--- config.mk ---
export PLATFORM = sky130hd
export DESIGN_NAME = bitmap_first_last_bit_search_top
export DESIGN_NICKNAME = d
export VERILOG_FILES = /design/src/rtl/core/bfls_pkg.sv /design/src/rtl/core/bfls_apb_regs.sv /design/src/rtl/core/bitmap_first_last_bit_search_top.sv
export SDC_FILE = /design/constraint.sdc
export NUM_CORES = 1
export LEC_CHECK = 0
export BUFFER_PORTS_ARGS = -buffer_cell sky130_fd_sc_hd__buf_4
export CAP_MARGIN = 20
export CORE_ASPECT_RATIO = 1.4
export CORE_MARGIN = 1
export CORE_UTILIZATION = 30
export CTS_CLUSTER_DIAMETER = 120
export DETAILED_ROUTE_END_ITERATION = 12
export PLACE_DENSITY = 0.6
export SYNTH_ARGS = -nofsm -noshare
export SYNTH_HDL_FRONTEND = slang
export SYNTH_SLANG_ARGS = --single-unit
--- constraint.sdc ---
create_clock -name clk -period 5 [get_ports clk]
set_input_delay 0.25 -clock clk [delete_from_list [all_inputs] [get_ports clk]]
set_output_delay 0.25 -clock clk [all_outputs]
set_load 0.02 [all_outputs]
--- src/rtl/core/bfls_pkg.sv ---
// Shared types, constants and bit-scan functions for the bitmap bit search block.
// No dependencies; used by bfls_apb_regs, bitmap_first_last_bit_search_top, bfls_search_checker and testbench.
`default_nettype none

package bfls_pkg;

	localparam int WORD_W     = 64;
	localparam int COUNT_W    = 10;
	localparam int OFFSET_W   = 7;
	localparam int POSITION_W = 17;
	localparam int OUT_DATA_W = 24;
	localparam int APB_ADDR_W = 3;
	localparam int APB_DATA_W = 32;

	// Register indexes on the configuration port
	typedef enum logic {
		REG_SEARCH_MODE = 1'b0,
		REG_WIDTH_SEL   = 1'b1
	} reg_index_t;

	// Search modes: bit 0 picks last over first, bit 1 picks clear over set
	typedef enum logic [1:0] {
		MODE_FIRST_SET   = 2'd0,
		MODE_LAST_SET    = 2'd1,
		MODE_FIRST_CLEAR = 2'd2,
		MODE_LAST_CLEAR  = 2'd3
	} search_mode_t;

	// Word width selects; the unused code behaves as 64 bits
	typedef enum logic [1:0] {
		WIDTH_16 = 2'd0,
		WIDTH_32 = 2'd1,
		WIDTH_64 = 2'd2,
		WIDTH_64_ALT = 2'd3
	} width_sel_t;

	localparam logic [1:0] MODE_RESET  = MODE_FIRST_SET;
	localparam logic [1:0] WIDTH_RESET = WIDTH_64;

	typedef struct packed {
		logic [1:0] search_mode;
		logic [1:0] word_width_select;
	} cfg_t;

	// 1-based index of the lowest set bit, 0 if none
	function automatic logic [OFFSET_W-1:0] low_set(input logic [WORD_W-1:0] w);
		logic [OFFSET_W-1:0] r;
		r = '0;
		for (int i = WORD_W - 1; i >= 0; i--) begin
			if (w[i]) begin
				r = OFFSET_W'(i + 1);
			end
		end
		return r;
	endfunction

	// 1-based index of the highest set bit, 0 if none
	function automatic logic [OFFSET_W-1:0] high_set(input logic [WORD_W-1:0] w);
		logic [OFFSET_W-1:0] r;
		r = '0;
		for (int i = 0; i < WORD_W; i++) begin
			if (w[i]) begin
				r = OFFSET_W'(i + 1);
			end
		end
		return r;
	endfunction

endpackage

`default_nettype wire

--- src/rtl/core/bfls_apb_regs.sv ---
// APB register file for the bitmap bit search block: search mode and word width.
// Depends on bfls_pkg.
`default_nettype none

module bfls_apb_regs (
	input  wire logic                               clk,
	input  wire logic                               arst_n,
	input  wire logic                               psel,
	input  wire logic                               penable,
	input  wire logic                               pwrite,
	input  wire logic [bfls_pkg::APB_ADDR_W-1:0]    paddr,
	input  wire logic [bfls_pkg::APB_DATA_W-1:0]    pwdata,
	output logic      [bfls_pkg::APB_DATA_W-1:0]    prdata,
	output logic                                    pready,
	output bfls_pkg::cfg_t                          cfg
);
	import bfls_pkg::*;

	logic [1:0] mode_q;
	logic [1:0] width_q;
	logic       wr_en;
	reg_index_t idx;

	assign pready = 1'b1;
	assign idx    = reg_index_t'(paddr[2]);
	assign wr_en  = psel & penable & pwrite & pready;

	// Register writes, word addressed; low address bits ignored
	always_ff @(posedge clk or negedge arst_n) begin
		if (!arst_n) begin
			mode_q  <= MODE_RESET;
			width_q <= WIDTH_RESET;
		end else if (wr_en) begin
			case (idx)
				REG_SEARCH_MODE: mode_q  <= pwdata[1:0];
				REG_WIDTH_SEL:   width_q <= pwdata[1:0];
				default: ;
			endcase
		end
	end

	// Read back
	always_comb begin
		prdata = '0;
		case (idx)
			REG_SEARCH_MODE: prdata = {{(APB_DATA_W-2){1'b0}}, mode_q};
			REG_WIDTH_SEL:   prdata = {{(APB_DATA_W-2){1'b0}}, width_q};
			default:         prdata = '0;
		endcase
	end

	assign cfg.search_mode       = mode_q;
	assign cfg.word_width_select = width_q;

endmodule

`default_nettype wire

--- src/rtl/core/bitmap_first_last_bit_search_top.sv ---
// Top level of the bitmap first/last set/clear bit search block.
// Depends on bfls_pkg and bfls_apb_regs.
`default_nettype none

// Bitmap words stream in on the slave side, lowest index first, tlast on the
// final word. One word is taken every cycle while the input side is not held:
// each word is held in an input register, then one priority encode and one
// position update run into the running search state. The final word passes
// from the input register into the result register, which drives the master
// side; the next bitmap may start right behind it. Only a stalled result with
// another final word waiting holds the input side.
// Configuration is written through the APB port; the user must write it only
// while the stream is idle, as the block does not enforce this.
module bitmap_first_last_bit_search_top (
	input  wire logic                               clk,
	input  wire logic                               arst_n,
	// APB configuration
	input  wire logic                               psel,
	input  wire logic                               penable,
	input  wire logic                               pwrite,
	input  wire logic [bfls_pkg::APB_ADDR_W-1:0]    paddr,
	input  wire logic [bfls_pkg::APB_DATA_W-1:0]    pwdata,
	output logic      [bfls_pkg::APB_DATA_W-1:0]    prdata,
	output logic                                    pready,
	// Word stream in
	input  wire logic                               s_tvalid,
	output logic                                    s_tready,
	input  wire logic [bfls_pkg::WORD_W-1:0]        s_tdata,  // [63:0] bitmap_word
	input  wire logic                               s_tlast,  // final_word
	// Result out
	output logic                                    m_tvalid,
	input  wire logic                               m_tready,
	output logic      [bfls_pkg::OUT_DATA_W-1:0]    m_tdata,  // [16:0] bit_position, zero pad
	output logic                                    m_tuser   // [0] hit
);
	import bfls_pkg::*;

	cfg_t cfg;

	bfls_apb_regs u_regs (
		.clk     (clk),
		.arst_n  (arst_n),
		.psel    (psel),
		.penable (penable),
		.pwrite  (pwrite),
		.paddr   (paddr),
		.pwdata  (pwdata),
		.prdata  (prdata),
		.pready  (pready),
		.cfg     (cfg)
	);

	// Input register
	logic                  valid_s1;
	logic [WORD_W-1:0]     word_s1;
	logic                  last_s1;

	// Search state
	logic [COUNT_W-1:0]    count_q;
	logic                  found_q;
	logic [POSITION_W-1:0] pos_q;

	// Result register
	logic                  valid_s2;
	logic [POSITION_W-1:0] pos_s2;
	logic                  hit_s2;

	logic                  consume;
	logic                  accept;
	logic [WORD_W-1:0]     mask;
	logic [WORD_W-1:0]     word_m;
	logic [OFFSET_W-1:0]   off;
	logic [POSITION_W-1:0] base;
	logic [POSITION_W-1:0] pos_new;
	logic                  take;

	// A final word needs room in the result register; others never wait
	assign consume  = valid_s1 & (~last_s1 | ~valid_s2 | m_tready);
	assign s_tready = ~valid_s1 | consume;
	assign accept   = s_tvalid & s_tready;

	always_ff @(posedge clk or negedge arst_n) begin
		if (!arst_n) begin
			valid_s1 <= 1'b0;
		end else if (s_tready) begin
			valid_s1 <= s_tvalid;
		end
	end

	always_ff @(posedge clk) begin
		if (accept) begin
			word_s1 <= s_tdata;
			last_s1 <= s_tlast;
		end
	end

	// Width mask and the word index scaled to bits
	always_comb begin
		case (width_sel_t'(cfg.word_width_select))
			WIDTH_16: begin
				mask = {{(WORD_W-16){1'b0}}, {16{1'b1}}};
				base = {3'b0, count_q, 4'b0};
			end
			WIDTH_32: begin
				mask = {{(WORD_W-32){1'b0}}, {32{1'b1}}};
				base = {2'b0, count_q, 5'b0};
			end
			default: begin
				mask = '1;
				base = {1'b0, count_q, 6'b0};
			end
		endcase
	end

	// Invert for clear modes, then encode from the chosen end
	always_comb begin
		word_m  = cfg.search_mode[1] ? (~word_s1 & mask) : (word_s1 & mask);
		off     = cfg.search_mode[0] ? high_set(word_m) : low_set(word_m);
		take    = (off != '0) & (cfg.search_mode[0] | ~found_q);
		pos_new = base + {{(POSITION_W-OFFSET_W){1'b0}}, off};
	end

	// Running search state, cleared after each final word
	always_ff @(posedge clk or negedge arst_n) begin
		if (!arst_n) begin
			count_q <= '0;
			found_q <= 1'b0;
			pos_q   <= '0;
		end else if (consume) begin
			if (last_s1) begin
				count_q <= '0;
				found_q <= 1'b0;
				pos_q   <= '0;
			end else begin
				count_q <= count_q + 1'b1;
				if (take) begin
					found_q <= 1'b1;
					pos_q   <= pos_new;
				end
			end
		end
	end

	// Result register
	always_ff @(posedge clk or negedge arst_n) begin
		if (!arst_n) begin
			valid_s2 <= 1'b0;
		end else if (consume & last_s1) begin
			valid_s2 <= 1'b1;
		end else if (m_tready) begin
			valid_s2 <= 1'b0;
		end
	end

	always_ff @(posedge clk) begin
		if (consume & last_s1) begin
			hit_s2 <= take | found_q;
			pos_s2 <= take ? pos_new : (found_q ? pos_q : '0);
		end
	end

	assign m_tvalid = valid_s2;
	assign m_tdata  = {{(OUT_DATA_W-POSITION_W){1'b0}}, pos_s2};
	assign m_tuser  = hit_s2;

	// No hit means position zero
	a_miss_zero: assert property (@(posedge clk) disable iff (!arst_n)
		m_tvalid && !m_tuser |-> m_tdata == '0)
		else $error("result without hit carries a nonzero position");

	// A hit has a 1-based position
	a_hit_nonzero: assert property (@(posedge clk) disable iff (!arst_n)
		m_tvalid && m_tuser |-> m_tdata != '0)
		else $error("hit reported at position zero");

	// Latched position only while something was found
	a_state_clean: assert property (@(posedge clk) disable iff (!arst_n)
		!found_q |-> pos_q == '0)
		else $error("stale position with no hit latched");

	// Final word restarts the word count
	a_count_restart: assert property (@(posedge clk) disable iff (!arst_n)
		consume && last_s1 |=> count_q == '0 && !found_q)
		else $error("search state not cleared after final word");

	// Input side stalls only behind a held final word
	a_stall_cause: assert property (@(posedge clk) disable iff (!arst_n)
		!s_tready |-> valid_s1 && last_s1 && valid_s2 && !m_tready)
		else $error("input stalled without a blocked result");

endmodule

`default_nettype wire

## After elaboration in Yosys (flattened, before gate mapping)

Cells that the tools add are included.

| word-level totals | value |
|---|---|
| register bits after elaboration | 117 |
| bits of input ports | 107 |
| output and inout bits | 60 |
| word-level logic and storage cells | 182 |

| operators by class | value |
|---|---|
| $add $sub $neg | 2 |
| equality and inequality tests | 1 |
| multiplexer cells | 142 |
| bitwise logic cells | 19 |
| reductions and logical operators | 7 |

Operators with widths:

| operator | count |
|---|---|
| 7-bit 2-to-1 mux | 128 |
| 64-bit AND | 2 |
| 64-bit one-hot mux with 2 select lines | 1 |
| 17-bit 2-to-1 mux | 4 |
| 64-bit 2-to-1 mux | 1 |
| 64-bit NOT | 1 |
| 32-bit one-hot mux with 2 select lines | 1 |
| 16-bit one-hot mux with 2 select lines | 1 |
| 17-bit by 7-bit adder with 17-bit output | 1 |
| 10-bit by 1-bit adder with 10-bit output (second input constant) | 1 |
| 10-bit 2-to-1 mux | 1 |
| 7-bit nonzero test | 1 |
| 1-bit AND | 6 |
| 2-bit AND reduction | 3 |
| 1-bit 2-to-1 mux | 5 |
| 1-bit NOT | 5 |
| 1-bit bitwise OR | 5 |
| 2-bit nonzero test | 2 |
| 2-bit by 1-bit equality test with 1-bit output (second input constant) | 1 |
| 2-bit logical NOT | 1 |

## Logic depth before layout (Yosys ltp)

| logic depth | value |
|---|---|
| depth in word-level cells | 73 |
| gate-level depth with buffers | 19 |
| gate-level depth less buffers | 17 |

## Hierarchy

Synthesis repeated with hierarchy kept, for this count alone.

| unflattened totals | value |
|---|---|
| cell total of the unflattened synthesis | 890 |
| area, all modules | 8,136.6 µm² |

Modules (own cells, without submodules):

| module | times used | cells each | area an instance (µm²) | sequential area each (µm²) |
|---|---|---|---|---|
| bitmap_first_last_bit_search_top | 1 | 845 | 7,697.4 | 3,243.1 |
| bfls_apb_regs | 1 | 45 | 439.2 | 101.3 |

## Least setup slack after synthesis

OpenSTA, ideal clock, no wires.

| path | value |
|---|---|
| path kind | flip-flop to flip-flop |
| start | reg u_regs.width_q[1] |
| end | reg pos_s2[15], data pin |
| setup time | 258 ps |
| arrival time | 3,445 ps |
| data required time | 4,742 ps |
| slack | 1,297 ps |
| cell stages (with the launch flop) | 15 |
| buffers on the path | 5 |
| period minus slack after synthesis | 3,703 ps |
| cell sequence | dfstp_2 -> buf_1 -> clkbuf_1 -> clkbuf_1 -> clkbuf_1 -> clkbuf_1 -> nor2_1 -> ha_1 -> a21o_1 -> a21oi_1 -> nor4_1 -> nand2_1 -> o211ai_1 -> o21a_1 -> o2bb2ai_2 |

| between the ends | value |
|---|---|
| cells in the longest elaborated chain, start to end | 72 |
| elaborated cells between the ends (all ways) | 124 |

Ends and longest elaborated chain:

| element | RTL line | text |
|---|---|---|
| from (decl) | bfls_apb_regs.sv:20 | `logic [1:0] width_q;` |
| from (signal assigned) | bfls_apb_regs.sv:36 | `REG_WIDTH_SEL: width_q <= pwdata[1:0];` |
| parallel branches: the longest is 71 deep, another holds 64-bit one-hot mux with 2 select lines | -- |  |
| 17-bit 2-to-1 mux (*) | bitmap_first_last_bit_search_top.sv:158 | `pos_s2 <= take ? pos_new : (found_q ? pos_q : '0);` |
| to (signal assigned) | bitmap_first_last_bit_search_top.sv:158 |  |
| to (decl) | bitmap_first_last_bit_search_top.sv:65 | `logic [POSITION_W-1:0] pos_s2;` |

Every way passes the cells marked *.
A chain may end at the register's enable or synchronous reset.

## Worst setup path in the final report

| path | value |
|---|---|
| start | reg u_regs.mode_q[1] |
| end | reg pos_s2[15], data pin |

| between the ends | value |
|---|---|
| cells in the longest elaborated chain, start to end | 69 |
| elaborated cells between the ends (all ways) | 134 |

Ends and longest elaborated chain:

| element | RTL line | text |
|---|---|---|
| from (decl) | bfls_apb_regs.sv:19 | `logic [1:0] mode_q;` |
| from (signal assigned) | bfls_apb_regs.sv:35 | `REG_SEARCH_MODE: mode_q <= pwdata[1:0];` |
| 64-bit 2-to-1 mux (*) | bitmap_first_last_bit_search_top.sv:117 | `word_m = cfg.search_mode[1] ? (~word_s1 & mask) : (word_s1 & mask);` |
| 1-bit 2-to-1 mux or 7-bit 2-to-1 mux (tied branches) | bfls_pkg.sv:62, bfls_pkg.sv:50 |  |
| 7-bit 2-to-1 mux (on tied branches) (63 in a row) | bfls_pkg.sv:62, bfls_pkg.sv:50 |  |
| 7-bit 2-to-1 mux (*) | bitmap_first_last_bit_search_top.sv:118 | `off = cfg.search_mode[0] ? high_set(word_m) : low_set(word_m);` |
| parallel branches: the longest is 2 deep, another holds 17-bit by 7-bit adder with 17-bit output | -- |  |
| 17-bit 2-to-1 mux (*) | bitmap_first_last_bit_search_top.sv:158 |  |

Marks and branches as above.

==> metrics <==
final slew viol count=0; CP peak stage delay=0.70 ns; crit path kind=register to register; Root Buffer=clkbuf_16; Reg2Reg Setup Slack=0.68 ns; Storage cell area=3350 µm²; largest buffer count on any clock path=2; Clock power frac=33.9%; Die Span Y=198 µm; ant diodes=0; Die X=142 µm; input/output buffers=96; period utilization=86.4%; DP HPWL=16100 µm; clock skew=0.0145 ns; Netlist cell types=88; Synth Warn #=0; Psw=1.29 mW; crit-path most repeated cell=a21oi_1; Min-Delay Startpoint=s_tdata[21]; FF-to-FF End=pos_s2[15]$_DFFE_PP_; Starting DRT DRC Count=380; Num Clock Sinks=117; async set or reset register ratio after synthesis=29.1%; synthesis-stage register bit count=117; DR DRC count=0; routed vias/inst=5.21; register area share after synthesis=40.6%; Num CTS Buffers=17; initial antenna violation count=0; core area=26900 µm²; GRT overflow=0; Hold Path End=word_s1[21]$_DFFE_PP_; Critical R2R Launch=u_regs.mode_q[1]$_DFFE_PN0P_; maximum VDD drop=237 µV; Rel. slew slack=43.9%; top_reg_cell synth=edfxtp_1; antenna viol nets, final=0; number of H-tree levels=4; slowest library cell on the worst path=dfrtp_2; static leakage=3.91 nW; Top Ports=167; post-layout min period=4.32 ns; total detailed-routing wirelength=21800 µm; clk slew on worst S/H paths=0.07 ns; Reg power frac=36.1%; Pint=2.23 mW; row cnt=71; actual slew at the worst max-slew pin=0.842 ns; run status=finished, final reports clean; Req. time, crit path=5.20 ns; ratio of cells with drive above 1 in the final layout=18.4%; area of the multi-input gates=4360 µm²; unrepaired setup endpoints after global routing=no; cell area after synthesis=8230 µm²; cells on worst reg2reg path=14; TritonRoute pass-1 iters=6; WHS Path Cells=1; Initial Util=30.6%; max-cap violation count=0; DR vias=7353; largest net degree at the start of global routing=66; Pwr Density=342 nW/µm²; Net Sw Frac=36.6%; Post-Synthesis Cells=903; Critical Path Fanout Max=52; # setup viols final=0; Setup Fix Bufs, Post-CTS=0; fillers=2740; critical-path cell list=buf_4 -> or3_1 -> o221a_2 -> a21oi_1 -> and2_1 -> a21oi_1 -> ha_1 -> a21o_1 -> a21oi_1 -> nor4_1 -> nand2_1 -> o211ai_1 -> o21a_1 -> o2bb2ai_2; Syn Area/Cell=9.12 µm²; Final Hold Viols=0; number of global-route vias before repair=6703; TNS Setup=0 ns; first-pass GRT wire length=34500 µm; Crit. End Element=register; Tot GR Track Use=15.8%; post-CTS sizing=0; Finished Layout Cells=1411; Comb pwr share=30.0%; Crit path arrival time=4.52 ns; cell count after placement=1318; EDFF count, synth=83; Layout Nets=1145; Overall Power=3.53 mW; Area growth syn-to-layout=25.2%; Die Footprint=28100 µm²; worst skew pair latency=0.44 ns; Avg WL per Cell=15.4 µm; Worst Hold Class=input pin to register; CTS tree=built; GP Congestion=0.910; Worst setup SP type=register; Max Fclk=231 MHz
[kinds of logic after synthesis]
| logic type | after synthesis | synth area share, % |
|---|---|---|
| AND/OR/NAND/NOR | 345 | 21.7 |
| AO/OA/AOI/OAI | 273 | 24.3 |
| buffers and inverters | 125 | 8.08 |
| flip-flops | 117 | 40.6 |
| multiplexers | 22 | 2.84 |
| XOR/XNOR | 14 | 1.49 |
| adder cells (fa/ha/maj) | 5 | 0.851 |
| other | 2 | 0.0912 |
[power groups by stage]
stage | sequential, mW | combinational [mW] | clock, mW
2_1_floorplan | 1.24 | 0.781 | 0
3_3_place_gp | 1.29 | 1.00 | 0
3_5_place_dp | 1.29 | 1.02 | 0
4_1_cts | 1.27 | 1.05 | 1.22
5_1_grt | 1.29 | 1.16 | 1.27
6_report | 1.27 | 1.06 | 1.19
[how the worst max path moves through the flow]
stage                                       start                    to  slack (ns)
floorplan           u_regs.width_q[1]$_DFFE_PN1P_  pos_s2[15]$_DFFE_PP_        1.30
global placement     u_regs.mode_q[1]$_DFFE_PN0P_  pos_s2[15]$_DFFE_PP_        0.77
detailed placement   u_regs.mode_q[1]$_DFFE_PN0P_  pos_s2[15]$_DFFE_PP_        0.77
CTS                  u_regs.mode_q[1]$_DFFE_PN0P_  pos_s2[15]$_DFFE_PP_        0.69
global route         u_regs.mode_q[1]$_DFFE_PN0P_  pos_s2[15]$_DFFE_PP_        0.38
finish               u_regs.mode_q[1]$_DFFE_PN0P_  pos_s2[15]$_DFFE_PP_        0.68
[through the flow]
| step | area (µm²) | worst slack, ns | utilization (%) | hold slack [ns] |
|---|---|---|---|---|
| 3_3_place_gp | 9110 | 0.769 | 33.8 | 0.237 |
| 4_1_cts | 10200 | 0.686 | 38.0 | 0.00108 |
| 6_report | 10300 | 0.680 | 38.3 | 0.0108 |
| 2_1_floorplan | 8370 | 1.30 | - | -0.0456 |
| 5_1_grt | 10300 | 0.380 | 38.3 | 0.000473 |
| 3_5_place_dp | 9110 | 0.767 | 33.8 | 0.239 |
[layout make-up]
class / instances / share of cell area (%)
multi-input combinational: 697 / 42.3
timing repair buffer: 171 / 14.1
clock inverter: 15 / 1.59
inverter: 29 / 1.06
tap: 365 / 4.43
sequential: 117 / 32.5
clock buffer: 17 / 4.13
[critical path: cells and delay by family, from the launching register on]
family                   cells  cell delay (ns)
buffers and inverters        1             0.33
adder cells (fa/ha/maj)      1             0.30
flip-flops                   1             0.70
AND/OR/NAND/NOR              4             1.29
AO/OA/AOI/OAI                8             1.42
[registers in the layout, summed over array words and instances (netlist names)]
| signal | flops |
|---|---|
| pos_s2 | 17 |
| count_q | 10 |
| valid_s1 | 1 |
| u_regs.mode_q | 2 |
| m_tvalid | 1 |
| m_tuser | 1 |
| u_regs.width_q | 2 |
| word_s1 | 64 |
| last_s1 | 1 |
| pos_q | 17 |
| found_q | 1 |
[metal layers]
metal / track usage (%) / wire, µm
met1: 17.5 / 8970
met2: 29.2 / 11500
met3: 2.54 / 671
met4: 6.69 / 584
met5: 0 / 0
[cell usage in the layout, fill, tap and decap left out, types with 11 or more instances in the layout]
| master | instances |
|---|---|
| nor2_1 | 50 |
| and2_1 | 18 |
| conb_1 | 38 |
| clkbuf_16 | 17 |
| a21oi_1 | 53 |
| nor3_1 | 21 |
| nand2_1 | 89 |
| nand2b_1 | 24 |
| o22ai_1 | 23 |
| edfxtp_1 | 83 |
| inv_1 | 29 |
| nand4_1 | 20 |
| nor4_1 | 13 |
| dfrtp_1 | 32 |
| mux2i_1 | 11 |
| or3_1 | 15 |
| a31oi_1 | 11 |
| and3_1 | 13 |
| nor2b_1 | 14 |
| dlygate4sd3_1 | 61 |
| nand3_1 | 36 |
| o211ai_1 | 12 |
| o21ai_0 | 46 |
| buf_4 | 109 |
| mux2_2 | 11 |
[repair_timing]
| action | in CTS | in global routing |
|---|---|---|
| hold buffers | 53 | 8 |
| endpoints found under the setup margin | 0 | 0 |
| hold endpoints to repair | 85 | 8 |
[cells in the mapped netlist (11+ instances only)]
cell      instances  area [µm²]
nand2_1          89         334
edfxtp_1         83        2490
a21oi_1          53         265
nor2_1           50         188
o21ai_0          47         235
buf_4            43         323
clkbuf_1         38         143
nand3_1          36         180
dfrtp_1          33         826
inv_1            29         109
nand2b_1         24         150
o22ai_1          23         144
nor3_1           21         105
nand4_1          20         125
and2_1           19         119
or3_1            15        93.8
nor2b_1          14        87.6
and3_1           13        81.3
nor4_1           13        81.3
o211ai_1         12        90.1
a31oi_1          11        68.8
mux2_2           11         124
mux2i_1          11         110
Power figures use the tool's default switching activity.
